## src/rtl/core/dbmc_pkg.sv

```systemverilog
// ----------------------------------------------------------------------------
// dbmc_pkg
// shared types, constants and helper functions of the maze carver
// ----------------------------------------------------------------------------
`default_nettype none

package dbmc_pkg;

    localparam int MAX_COLS = 32;
    localparam int MAX_ROWS = 32;
    localparam int CELL_CAP = MAX_COLS * MAX_ROWS;
    localparam int CELL_W   = $clog2(CELL_CAP);
    localparam int DEPTH_W  = $clog2(CELL_CAP + 1);
    localparam int DIM_W    = 6;
    localparam int RND_W    = 16;
    localparam int WALL_W   = 4;
    localparam int DIVC_W   = $clog2(CELL_W + 1);

    // action codes
    localparam logic [1:0] ACT_START = 2'd0;
    localparam logic [1:0] ACT_STEP  = 2'd1;
    localparam logic [1:0] ACT_READ  = 2'd2;

    // register indexes
    localparam logic REG_COLS = 1'b0;
    localparam logic REG_ROWS = 1'b1;

    // wall bits
    localparam logic [WALL_W-1:0] W_TOP    = 4'b1000;
    localparam logic [WALL_W-1:0] W_RIGHT  = 4'b0100;
    localparam logic [WALL_W-1:0] W_BOTTOM = 4'b0010;
    localparam logic [WALL_W-1:0] W_LEFT   = 4'b0001;
    localparam logic [WALL_W-1:0] W_ALL    = 4'b1111;

    // neighbour order
    localparam logic [1:0] DIR_L = 2'd0;
    localparam logic [1:0] DIR_R = 2'd1;
    localparam logic [1:0] DIR_U = 2'd2;
    localparam logic [1:0] DIR_D = 2'd3;

    typedef enum logic [3:0] {
        ST_CLEAR,
        ST_SWEEP,
        ST_IDLE,
        ST_START_FIN,
        ST_POP,
        ST_POP_CAP,
        ST_DIV,
        ST_NB_RD,
        ST_NB_CAP,
        ST_WR_CUR,
        ST_WR_NB,
        ST_CELL_RD,
        ST_CELL_CAP,
        ST_FINISH
    } state_t;

    typedef struct packed {
        logic clr_init;
        logic clr_write;
        logic take_in;
        logic start_fin;
        logic pop_rd;
        logic pop_cap;
        logic div_step;
        logic nb_rd;
        logic nb_cap;
        logic wr_cur;
        logic wr_nb;
        logic cell_rd;
        logic cell_cap;
        logic res_load;
    } cmd_t;

    typedef struct packed {
        logic       clr_last;
        logic       div_last;
        logic       nb_last;
        logic       any_nb;
        logic       stack_empty;
        logic [1:0] in_action;
        logic       out_free;
    } sts_t;

    function automatic logic [WALL_W-1:0] mine_wall(input logic [1:0] dir);
        logic [WALL_W-1:0] w;
        case (dir)
            DIR_L:   w = W_LEFT;
            DIR_R:   w = W_RIGHT;
            DIR_U:   w = W_TOP;
            DIR_D:   w = W_BOTTOM;
            default: w = W_LEFT;
        endcase
        return w;
    endfunction

    function automatic logic [WALL_W-1:0] their_wall(input logic [1:0] dir);
        logic [WALL_W-1:0] w;
        case (dir)
            DIR_L:   w = W_RIGHT;
            DIR_R:   w = W_LEFT;
            DIR_U:   w = W_BOTTOM;
            DIR_D:   w = W_TOP;
            default: w = W_RIGHT;
        endcase
        return w;
    endfunction

    // picks open neighbour number rnd mod count, in list order
    function automatic logic [1:0] pick_dir(input logic [3:0] ok, input logic [RND_W-1:0] rnd);
        logic [2:0] n;
        logic [4:0] s;
        logic [2:0] t;
        logic [1:0] k;
        logic [2:0] seen;
        logic [1:0] dir;
        n = 3'(ok[0]) + 3'(ok[1]) + 3'(ok[2]) + 3'(ok[3]);
        // mod 3 by digit sum in base 4
        s = '0;
        for (int i = 0; i < RND_W / 2; i++) begin
            s = s + 5'(rnd[2*i +: 2]);
        end
        t = 3'(s[1:0]) + 3'(s[3:2]) + 3'(s[4]);
        if (t >= 3'd6) begin
            t = t - 3'd6;
        end else if (t >= 3'd3) begin
            t = t - 3'd3;
        end
        case (n)
            3'd2:    k = {1'b0, rnd[0]};
            3'd3:    k = t[1:0];
            3'd4:    k = rnd[1:0];
            default: k = 2'd0;
        endcase
        dir  = DIR_L;
        seen = '0;
        for (int i = 0; i < 4; i++) begin
            if (ok[i]) begin
                if (seen == {1'b0, k}) begin
                    dir = 2'(i);
                end
                seen = seen + 3'd1;
            end
        end
        return dir;
    endfunction

endpackage

`default_nettype wire

```

## src/rtl/core/dbmc_ctrl.sv

```systemverilog
// ----------------------------------------------------------------------------
// dbmc_ctrl
// sequencer of the maze carver: walks each item through the datapath
// ----------------------------------------------------------------------------
`default_nettype none

module dbmc_ctrl (
    input  wire logic          aclk,
    input  wire logic          aresetn,
    input  wire logic          s_tvalid,
    output logic               s_tready,
    input  wire dbmc_pkg::sts_t sts,
    output dbmc_pkg::cmd_t     cmd
);

    dbmc_pkg::state_t state_reg, state_next;

    always_ff @(posedge aclk) begin
        if (!aresetn) begin
            state_reg <= dbmc_pkg::ST_CLEAR;
        end else begin
            state_reg <= state_next;
        end
    end

    always_comb begin
        state_next = state_reg;
        case (state_reg)
            dbmc_pkg::ST_CLEAR: begin
                if (sts.clr_last) state_next = dbmc_pkg::ST_IDLE;
            end
            dbmc_pkg::ST_SWEEP: begin
                if (sts.clr_last) state_next = dbmc_pkg::ST_START_FIN;
            end
            dbmc_pkg::ST_IDLE: begin
                if (s_tvalid) begin
                    case (sts.in_action)
                        dbmc_pkg::ACT_START: state_next = dbmc_pkg::ST_SWEEP;
                        dbmc_pkg::ACT_STEP:  state_next = sts.stack_empty ?
                                                 dbmc_pkg::ST_FINISH : dbmc_pkg::ST_POP;
                        dbmc_pkg::ACT_READ:  state_next = dbmc_pkg::ST_CELL_RD;
                        default:             state_next = dbmc_pkg::ST_FINISH;
                    endcase
                end
            end
            dbmc_pkg::ST_START_FIN: state_next = dbmc_pkg::ST_FINISH;
            dbmc_pkg::ST_POP:       state_next = dbmc_pkg::ST_POP_CAP;
            dbmc_pkg::ST_POP_CAP:   state_next = dbmc_pkg::ST_DIV;
            dbmc_pkg::ST_DIV: begin
                if (sts.div_last) state_next = dbmc_pkg::ST_NB_RD;
            end
            dbmc_pkg::ST_NB_RD:     state_next = dbmc_pkg::ST_NB_CAP;
            dbmc_pkg::ST_NB_CAP: begin
                if (sts.nb_last) begin
                    state_next = sts.any_nb ? dbmc_pkg::ST_WR_CUR : dbmc_pkg::ST_FINISH;
                end else begin
                    state_next = dbmc_pkg::ST_NB_RD;
                end
            end
            dbmc_pkg::ST_WR_CUR:    state_next = dbmc_pkg::ST_WR_NB;
            dbmc_pkg::ST_WR_NB:     state_next = dbmc_pkg::ST_FINISH;
            dbmc_pkg::ST_CELL_RD:   state_next = dbmc_pkg::ST_CELL_CAP;
            dbmc_pkg::ST_CELL_CAP:  state_next = dbmc_pkg::ST_FINISH;
            dbmc_pkg::ST_FINISH: begin
                if (sts.out_free) state_next = dbmc_pkg::ST_IDLE;
            end
            default: state_next = dbmc_pkg::ST_CLEAR;
        endcase
    end

    always_comb begin
        cmd      = '0;
        s_tready = 1'b0;
        case (state_reg)
            dbmc_pkg::ST_CLEAR, dbmc_pkg::ST_SWEEP: cmd.clr_write = 1'b1;
            dbmc_pkg::ST_IDLE: begin
                s_tready    = 1'b1;
                cmd.take_in = s_tvalid;
                cmd.clr_init = s_tvalid && (sts.in_action == dbmc_pkg::ACT_START);
            end
            dbmc_pkg::ST_START_FIN: cmd.start_fin = 1'b1;
            dbmc_pkg::ST_POP:       cmd.pop_rd    = 1'b1;
            dbmc_pkg::ST_POP_CAP:   cmd.pop_cap   = 1'b1;
            dbmc_pkg::ST_DIV:       cmd.div_step  = 1'b1;
            dbmc_pkg::ST_NB_RD:     cmd.nb_rd     = 1'b1;
            dbmc_pkg::ST_NB_CAP:    cmd.nb_cap    = 1'b1;
            dbmc_pkg::ST_WR_CUR:    cmd.wr_cur    = 1'b1;
            dbmc_pkg::ST_WR_NB:     cmd.wr_nb     = 1'b1;
            dbmc_pkg::ST_CELL_RD:   cmd.cell_rd   = 1'b1;
            dbmc_pkg::ST_CELL_CAP:  cmd.cell_cap  = 1'b1;
            dbmc_pkg::ST_FINISH:    cmd.res_load  = sts.out_free;
            default: ;
        endcase
    end

endmodule

`default_nettype wire

```

## config.mk

```make
export PLATFORM = sky130hd
export DESIGN_NAME = dbmc_ctrl
export DESIGN_NICKNAME = d
export VERILOG_FILES = /design/src/rtl/core/dbmc_pkg.sv /design/src/rtl/core/dbmc_ctrl.sv
export SDC_FILE = /design/constraint.sdc
export NUM_CORES = 1
export LEC_CHECK = 0
export ABC_AREA = 1
export ABC_CLOCK_PERIOD_IN_PS = 2900
export BUFFER_PORTS_ARGS = -buffer_cell sky130_fd_sc_hd__buf_2
export CAP_MARGIN = 20
export CORE_AREA = 5 5 42 44
export DETAILED_ROUTE_END_ITERATION = 8
export DIE_AREA = 0 0 47 49
export GPL_ROUTABILITY_DRIVEN = 0
export PLACE_DENSITY = 0.71
export SLEW_MARGIN = 20
export SYNTH_ARGS = -nofsm -noshare
export SYNTH_HDL_FRONTEND = slang
export SYNTH_SLANG_ARGS = --single-unit
```

## constraint.sdc

```tcl
create_clock -name aclk -period 2.9 [get_ports aclk]
set_input_delay 0.58 -clock aclk [delete_from_list [all_inputs] [get_ports aclk]]
set_output_delay 0.58 -clock aclk [all_outputs]
set_load 0.01 [all_outputs]
```

# After elaboration in Yosys (flattened, before gate mapping)

Index checks and enable logic that the tools add are counted.

Output and inout bits: 15
Word-level logic and storage cells: 52
Bits in registers: 4
Input port bits: 11

Mux-type cells: 25
Equality and inequality tests: 20
Reduce and logical (&&, ||, !) cells: 6

Operators with widths:

| kind               | count |
|---|---|
| $pmux 4 s12        | 1 |
| $mux 4             | 7 |
| $eq 4x4->1 const B | 6 |
| $eq 4x3->1 const B | 4 |
| $mux 1             | 15 |
| $pmux 4 s3         | 1 |
| $ne 2x2->1 const B | 5 |
| $eq 4x2->1 const B | 2 |
| $reduce_and 5->1   | 1 |
| $eq 4x1->1 const B | 1 |
| $logic_not 4->1    | 1 |
| $mux 3             | 1 |
| $reduce_or 3->1    | 1 |
| $eq 2x1->1 const B | 1 |
| $eq 2x2->1 const B | 1 |
| $logic_not 2->1    | 1 |
| $reduce_or 2->1    | 1 |
| $logic_and 1x1->1  | 1 |

# Longest topological paths before layout

Gate-level depths: netlist (run 1).

Word-level depth: 4
Gate-level depth with buffers: 9
Gate-level depth less buffers: 9

# Least setup slack after synthesis (run 1)

No wires, ideal clock.

Path kind: register -> output
Start: register state_reg[1]
End: output cmd[13] in the netlist's numbering
Buffers on the path: 0
Required time: 2.320 ns
Cell stages (with the launch flop): 5
Setup slack: 1.267 ns
Data arrival time: 1.053 ns
Path through: dfxtp_1 > inv_1 > nor2_1 > nand2_1 > nor4_1

RTL lines:

| what                   | RTL line        | RTL |
|---|---|---|
| start, declared        | dbmc_ctrl.sv:16 | `dbmc_pkg::state_t state_reg, state_next;` |
| start signal, assigned | dbmc_ctrl.sv:20 | `state_reg <= dbmc_pkg::ST_CLEAR;` |
| start signal, assigned | dbmc_ctrl.sv:22 | `state_reg <= state_next;` |
| end, declared          | dbmc_ctrl.sv:13 | `output dbmc_pkg::cmd_t cmd` |

==> impl_metrics.py, run 1 <==
metrics = {
    "power": {
        "vdd_drop_max_uv": 423,
        "pwr_density_cell_nw_per_um2": 833,
        "power_leakage_nw": 0.466,
    },
    "placement": {
        "io_buffers": 25,
        "dp_hpwl_um": 1270,
        "pre_cts_slack_ns": 1.20,
    },
    "sta": {
        "fin_crit_ns": 1.97,
        "tns_ns": 0,
        "hold_viol": 0,
        "setup_violations": 0,
        "slew_violations": 0,
        "worst_slack_ns": 0.927,
        "slew_headroom_pct": 83.8,
        "fin_skew_ns": 0.00655,
        "max_freq_mhz": 507,
        "worst_pin_slew_ns": 0.243,
        "fin_crit_sh_pct": 68.0,
        "rsz0062_at_grt": "false",
    },
    "run_status": {
        "status": "completed",
    },
    "yosys": {
        "ys_ff_latch": 4,
        "ys_seq_area_share_pct": 15.7,
        "ys_types": 17,
        "synthesis.nets": 113,
        "synth_cells": 102,
        "syn_area_per_cell_um2": 5.00,
        "ys_warn_count": 0,
        "syn-cell-area_um2": 510,
    },
    "cells_and_area": {
        "drive_above_1_share_pct": 30.8,
        "antennaDiodeCount": 0,
        "syn_to_final_growth_pct": 32.8,
        "largest_reg_flops": 4,
        "final_nets": 143,
        "fin_util_pct": 48.4,
    },
    "die": {
        "io_pins": 26,
        "core_area_um2": 1400,
        "die-width_um": 47,
        "die_h_um": 49,
        "start_util_pct": 36.4,
        "placementRows": 14,
        "dieArea_um2": 2300,
    },
    "routing": {
        "vias": 695,
        "drtAntennaViolNets": 0,
        "drt_iter0_markers": 20,
        "dr.pass1.iters": 4,
        "postRouteWirelength_um": 1470,
        "drc": 0,
        "wire_per_inst_um": 10.1,
        "routed_via_density": 4.76,
    },
    "hold_path": {
        "holdPathStages": 2,
        "min_to": "state_reg[1]",
        "hp-class": "reg2reg",
        "hold_path_startpoint": "state_reg[1]",
    },
    "setup_path": {
        "cp.required_ns": 2.32,
        "crit_arrival_ns": 1.39,
        "rr_startpoint": "state_reg[0]",
        "ff2ff_path_depth": 7,
        "start_kind": "flip-flop",
        "slowest_delay_ns": 0.42,
        "r2r_slack_ns": 1.55,
        "worst_setup_path_end_kind": "primary output",
        "crit_chain": "inv_1 > nor2_1 > nand2_1 > nor4_1 > buf_2",
        "critPathSlowestCell": "dfxtp_1",
        "crit_buf_inv": 2,
        "crit_family": "simple AND/OR/NAND/NOR gates",
        "crit_type": "reg2out",
        "reg2reg_to": "state_reg[0]",
        "cp_max_fo": 6,
        "startpoint": "state_reg[1]",
    },
    "clock_network": {
        "cts.repair.resized": 0,
        "clkTransAtPathRegs_ns": 0.03,
        "cts_num_sinks": 4,
        "clk_latency_ns": 0.23,
        "cts.path.max_buffers": 2,
        "numCtsBuffers": 3,
        "htreeDepth": 1,
        "ctsHoldBuffers": 0,
        "cts_tree": "yes",
        "post_cts_buffers": 0,
        "cts-root-buf": "clkbuf_4",
    },
    "global_route": {
        "gr-total-overflow": 0,
        "grt_max_degree": 7,
        "antenna_found_initial": 0,
        "grt_pass1_wl_um": 2410,
        "grt_use_total_pct": 13.4,
        "grt_pass1_vias": 631,
    },
    "flow_run": {
        "cap_violations": 0,
    },
}
==> how the worst max path moves through the flow <==
stage	to	slack [ns]	cells after the start
floorplan	cmd[13]	1.27	4
global placement	cmd[13]	1.21	3
detailed placement	cmd[13]	1.20	5
CTS	cmd[13]	0.94	5
global route	cmd[13]	0.77	5
finish	cmd[13]	0.93	5
==> cell usage after synthesis <==
cell type	count	area, um^2
a21oi_1	3	15.0
nor3_1	1	5.00
nand4_1	1	6.26
dfxtp_1	4	80.1
o211ai_1	1	7.51
nand3_1	8	40.0
nor2_2	4	25.0
inv_1	20	75.1
a21oi_2	1	8.76
nor2_4	2	22.5
nand2_1	35	131
o21ai_1	3	15.0
inv_2	4	15.0
nor4_1	1	6.26
nand2_2	1	6.26
nor2_1	11	41.3
o21ai_0	2	10.0
==> tightest hold or removal path: cells and delay by family, from the launching register on <==
family	cells	cell delay [ns]
simple gates	1	0.09
compound gates	1	0.06
flops	1	0.35
==> report_power, final <==
part,switching (mW),leakage (nW),internal [mW]
sequential,0.0338,0.0328,0.0765
clock,0.0218,0.0138,0.0462
combinational,0.253,0.419,0.133
==> final cells by class <==
class | count | area, um^2
sequential | 4 | 80.1
multi-input combinational | 74 | 340
timing repair buffer | 25 | 125
clock buffer | 3 | 22.5
tap | 16 | 20.0
inverter | 24 | 90.1
fill | 178 | 723
==> through the flow <==
step	cell area (um^2)	power (mW)	std cells	hold slack [ns]
after floorplan	510	0.388	102	0.496
after detailed placement	656	0.493	143	0.543
after global placement	656	0.490	143	0.516
after global routing	678	0.635	146	0.586
final	678	0.565	146	0.554
after CTS	678	0.566	146	0.549
==> placed cells by master, fill, tap and decap left out, drive strengths merged <==
master and instances:
a21oi 4, buf 25, clkbuf 3, dfxtp 4
inv 24, nand2 36, nand3 8, nand4 1
nor2 17, nor3 1, nor4 1, o211ai 1
o21ai 5
==> per-layer routing <==
metal,vias to the layer above,wire (um),global-route usage (%),part of all wire [%]
li1,369,-,-,-
met4,0,0,2.30,0
met1,291,657,19.3,45
met3,0,164,4.43,11
met2,35,651,19.2,44
met5,-,0,0,0
==> logic make-up (layout without fill, tap and decap cells) <==
family,count (synthesis),after routing,share of synthesized area [%]
compound gates,10,10,11.0
buf+inv,24,52,17.6
flops,4,4,15.7
simple gates,64,64,55.6
(Power assumes the default switching activity.)
==> run 2, diff against run 1 <==
Settings changed: ABC_CLOCK_PERIOD_IN_PS 2900 to 1700, CORE_AREA 5 5 42 44 to unset, CORE_MARGIN set to 5, CORE_UTILIZATION set to 39, DIE_AREA 0 0 47 49 to unset, PLACE_DENSITY 0.71 to 0.75.
Clock period 2.9 ns to 1.7 ns, I/O delays scaled along.
==> run 2 against run 1 <==
Compared with the run above:
- first-iteration DRC count decreased by 5.0%
- routed wire length decreased by 0.81%
- via count decreased by 1.6%
- total power increased by 75%
- largest power group unchanged
==> impl_metrics.py, run 2 (synthesis results as in run 1) <==
metrics = {
    "routing": {
        "drc": 0,
        "routed_via_density": 4.72,
        "postRouteWirelength_um": 1460,
        "vias": 684,
        "drtAntennaViolNets": 0,
        "dr.pass1.iters": 4,
        "wire_per_inst_um": 10.1,
        "drt_iter0_markers": 19,
    },
    "clock_network": {
        "post_cts_buffers": 0,
        "cts_tree": "yes",
        "cts_num_sinks": 4,
        "cts.path.max_buffers": 2,
        "clk_latency_ns": 0.23,
        "clkTransAtPathRegs_ns": 0.04,
        "cts-root-buf": "clkbuf_4",
        "htreeDepth": 1,
        "numCtsBuffers": 3,
    },
    "setup_path": {
        "cp.required_ns": 1.36,
        "startpoint": "state_reg[1]",
        "start_kind": "flip-flop",
        "crit_type": "reg2out",
        "worst_setup_path_end_kind": "primary output",
        "r2r_slack_ns": 0.36,
        "cp_max_fo": 6,
        "ff2ff_path_depth": 7,
        "reg2reg_to": "state_reg[0]",
        "critPathCapture": "cmd[13]",
        "rr_startpoint": "state_reg[3]",
        "crit_arrival_ns": 1.30,
    },
    "global_route": {
        "grt_pass1_vias": 602,
        "grt_use_total_pct": 14.1,
        "grt_max_degree": 7,
        "grt_pass1_wl_um": 2210,
        "gr-total-overflow": 0,
        "antenna_found_initial": 0,
    },
    "sta": {
        "slew_violations": 0,
        "setup_violations": 0,
        "fin_crit_ns": 1.64,
        "slew_headroom_pct": 80.9,
        "max_freq_mhz": 608,
        "worst_pin_slew_ns": 0.287,
        "hold_viol": 0,
        "fin_crit_sh_pct": 96.7,
        "fin_skew_ns": 0.000589,
    },
    "die": {
        "start_util_pct": 40.2,
        "die_h_um": 46.2,
        "io_pins": 26,
        "die-width_um": 46.2,
        "dieArea_um2": 2130,
        "placementRows": 13,
        "core_area_um2": 1270,
    },
    "cells_and_area": {
        "syn_to_final_growth_pct": 36.3,
        "most-common-layout-cells": "35 x nand2_1, 25 x buf_2, 20 x inv_1",
        "final_nets": 143,
        "fillerInstances": 143,
        "final_common_cell": "nand2_1",
        "largest_reg_flops": 4,
        "fin_util_pct": 54.8,
        "drive_above_1_share_pct": 34.6,
        "antennaDiodeCount": 0,
    },
    "placement": {
        "io_buffers": 25,
        "dp_hpwl_um": 1210,
    },
    "power": {
        "vdd_drop_max_uv": 737,
        "fin_total_pwr_mw": 0.991,
        "power_leakage_nw": 0.468,
        "pwr_density_cell_nw_per_um2": 1420,
    },
    "hold_path": {
        "hp-class": "in2reg",
    },
    "run_status": {
        "status": "completed",
    },
    "flow_run": {
        "cap_violations": 0,
    },
}
-- run 2: changes by cell type in the layout (fill, tap and decap cells not counted) --
cell / delta
nor2_4: +1
nor4_2: +1
nor2_2: +1
nor4_1: -1
dfxtp_2: +2
nor2_1: -2
dfxtp_1: -2
-- run 2: through the flow --
stage          instances  TNS (ns)  hold slack (ns)  worst slack, ns  area, um^2
6_report             145         0            0.393           0.0555         696
2_1_floorplan        102         0            0.496            0.307         510
3_5_place_dp         142         0            0.526            0.233         654
5_1_grt              145   -0.0459            0.418          -0.0459         696
3_3_place_gp         142         0            0.518            0.307         654
4_1_cts              145         0            0.387           0.0258         679
-- run 2: critical path: stages (launching register included) --
cell,delay (ns)
dfxtp_2,0.37
inv_1,0.09
nor2_2,0.14
nand2_1,0.12
nor4_2,0.17
buf_2,0.18
-- run 2: what timing repair did --
action,CTS,global route
hold buffers,0,0
pin swaps,0,0
endpoints found under the setup margin,1,3
resized for setup,1,5
-- run 2: per-layer routing --
layer	vias to the layer above	track usage [%]	part of all wire (%)
li1	369	-	-
met1	285	17.2	42
met2	26	24.5	49
met3	4	1.17	7.0
met4	0	6.82	2.1
met5	-	0	0
-- run 2: cell type report --
class	instances	area (um^2)	share of cell area, %
multi-input cells	74	357	51.3
repair buffers	25	125	18.0
inverters	24	90.1	12.9
flip-flops and latches	4	82.6	11.9
clock buffers	3	22.5	3.24
well taps	15	18.8	2.70
-- run 2: worst min path at each step --
stage	start	to	slack, ns	cells past startpoint
6_report	aresetn	state_reg[0]	0.39	3
2_1_floorplan	state_reg[1]	state_reg[1]	0.50	2
5_1_grt	aresetn	state_reg[1]	0.42	3
4_1_cts	aresetn	state_reg[0]	0.39	3
3_5_place_dp	state_reg[1]	state_reg[1]	0.53	2
3_3_place_gp	state_reg[1]	state_reg[1]	0.52	2
-- run 2: power by group --
group,internal [mW],total [mW],switching [mW]
Combinational,0.236,0.677,0.442
Sequential,0.135,0.199,0.0636
Clock,0.0788,0.115,0.0360
==> run 3, diff against run 2 <==
Settings changed: CORE_UTILIZATION 39 to 35, PLACE_DENSITY 0.75 to 0.69.
==> run 3 against run 2 <==
Compared with the run above:
- global-route usage is 0.73 points higher
- clock skew is 0.0028 ns higher
- via count is 2.8% lower
- first-iteration DRC count stayed put
- final area is 1.3% higher
- critical path type unchanged
- largest power group unchanged
==> impl_metrics.py, run 3 (synthesis results as in run 1) <==
metrics = {
    "run_status": {
        "status": "completed",
    },
    "clock_network": {
        "cts.path.max_buffers": 2,
        "clk_latency_ns": 0.24,
        "cts_tree": "yes",
        "cts-root-buf": "clkbuf_4",
        "htreeDepth": 1,
        "numCtsBuffers": 3,
        "ctsHoldBuffers": 0,
        "post_cts_buffers": 0,
        "clkTransAtPathRegs_ns": 0.04,
        "cts_num_sinks": 4,
    },
    "routing": {
        "drc": 0,
        "dr.pass1.iters": 4,
        "wire_per_inst_um": 9.89,
        "vias": 665,
        "postRouteWirelength_um": 1430,
        "routed_via_density": 4.59,
        "drt_iter0_markers": 19,
        "drtAntennaViolNets": 0,
    },
    "setup_path": {
        "crit_type": "reg2out",
        "crit_family": "flip-flops",
        "cp_max_fo": 4,
        "slowest_delay_ns": 0.44,
        "cp.required_ns": 1.36,
        "r2r_slack_ns": 0.38,
        "crit_chain": "inv_2 > nor2_4 > inv_2 > nor2_2 > buf_2",
        "startpoint": "state_reg[2]",
        "worst_setup_path_end_kind": "primary output",
        "start_kind": "flip-flop",
        "crit_arrival_ns": 1.20,
        "path_common_cell": "inv_2",
        "rr_startpoint": "state_reg[2]",
        "crit_buf_inv": 3,
        "critPathSlowestCell": "dfxtp_1",
    },
    "cells_and_area": {
        "largest_reg_flops": 4,
        "final_common_cell": "nand2_1",
        "syn_to_final_growth_pct": 38.0,
        "most-common-layout-cells": "34 x nand2_1, 25 x buf_2, 19 x inv_1",
        "seqCellArea_um2": 83.8,
        "final_nets": 143,
        "drive_above_1_share_pct": 36.9,
        "final_area_um2": 704,
        "multi_input_area_um2": 364,
        "fillerInstances": 152,
        "antennaDiodeCount": 0,
    },
    "die": {
        "placementRows": 13,
        "io_pins": 26,
        "die_h_um": 48.2,
        "die-width_um": 48.2,
        "core_area_um2": 1330,
        "start_util_pct": 38.3,
        "dieArea_um2": 2320,
    },
    "global_route": {
        "grt_max_degree": 7,
        "grt_use_total_pct": 14.9,
        "grt_pass1_wl_um": 2430,
        "gr-total-overflow": 0,
        "grt_pass1_vias": 596,
        "antenna_found_initial": 0,
    },
    "placement": {
        "io_buffers": 25,
        "dp_hpwl_um": 1240,
        "placed_area_um2": 654,
    },
    "sta": {
        "slew_violations": 0,
        "fin_crit_ns": 1.54,
        "setup_violations": 0,
        "worst_pin_slew_ns": 0.239,
        "fin_crit_sh_pct": 90.8,
        "fin_skew_ns": 0.00341,
        "hold_viol": 0,
        "rsz0062_at_grt": "true",
        "tns_ns": 0,
        "max_freq_mhz": 647,
        "holdWs_ns": 0.378,
        "slew_headroom_pct": 84.1,
    },
    "flow_run": {
        "cap_violations": 0,
    },
    "hold_path": {
        "hold_path_startpoint": "aresetn",
        "hp-class": "in2reg",
    },
    "power": {
        "power_leakage_nw": 0.469,
        "fin_total_pwr_mw": 1.01,
        "pwr_density_cell_nw_per_um2": 1430,
        "vdd_drop_max_uv": 817,
    },
}
==> run 3: cell types whose count changed in the layout (fill, tap and decap cells not counted) <==
cell	change
nor2_2	-1
dfxtp_1	-1
nand2_1	-1
dfxtp_2	+1
inv_1	-1
inv_2	+1
nor2_4	+1
nand2_2	+1
==> run 3: worst paths after layout <==
path,cells past startpoint,endpoint
worst max-delay path,5,cmd[7]
worst min-delay path,3,state_reg[0]
worst max register to register,9,state_reg[0]
worst min register to register,2,state_reg[1]
==> run 3: layout make-up <==
type | instances | share of cell area [%]
Inverter | 24 | 12.8
Multi-Input combinational cell | 74 | 51.7
Clock buffer | 3 | 3.20
Sequential cell | 4 | 11.9
Tap cell | 15 | 2.66
Timing Repair Buffer | 25 | 17.8
==> run 3: metal layers <==
layer  part of all wire, %  GRT usage [%]  vias to the layer above
met1                    45           17.9                      283
met4                     0           3.23                        0
li1                      -              -                      362
met2                    47           24.5                       20
met3                   7.7           6.27                        0
met5                     0              0                        -
==> run 3: per-stage QoR <==
stage                     util (%)  setup WS, ns  instances
after floorplan                  -         0.307        102
after global placement        49.1         0.296        142
after detailed placement      49.1         0.231        142
after CTS                     50.8        0.0394        145
after global routing          52.8      -0.00517        145
final                         52.8         0.156        145
==> run 3: power breakdown <==
| part | leakage (nW) | internal (mW) | total (mW) | switching (mW) |
|---|---|---|---|---|
| combinational | 0.421 | 0.244 | 0.683 | 0.440 |
| sequential | 0.0339 | 0.137 | 0.208 | 0.0710 |
| clock | 0.0138 | 0.0790 | 0.118 | 0.0389 |
==> run 3: what timing repair did <==
| action | CTS | global route |
|---|---|---|
| resized for setup | 1 | 9 |
| setup endpoints to repair | 1 | 5 |
| pin swaps | 0 | 1 |
==> run 3: tightest hold or removal path: stages <==
cell,delay (ns)
buf_2,0.07
inv_1,0.07
a21oi_2,0.10
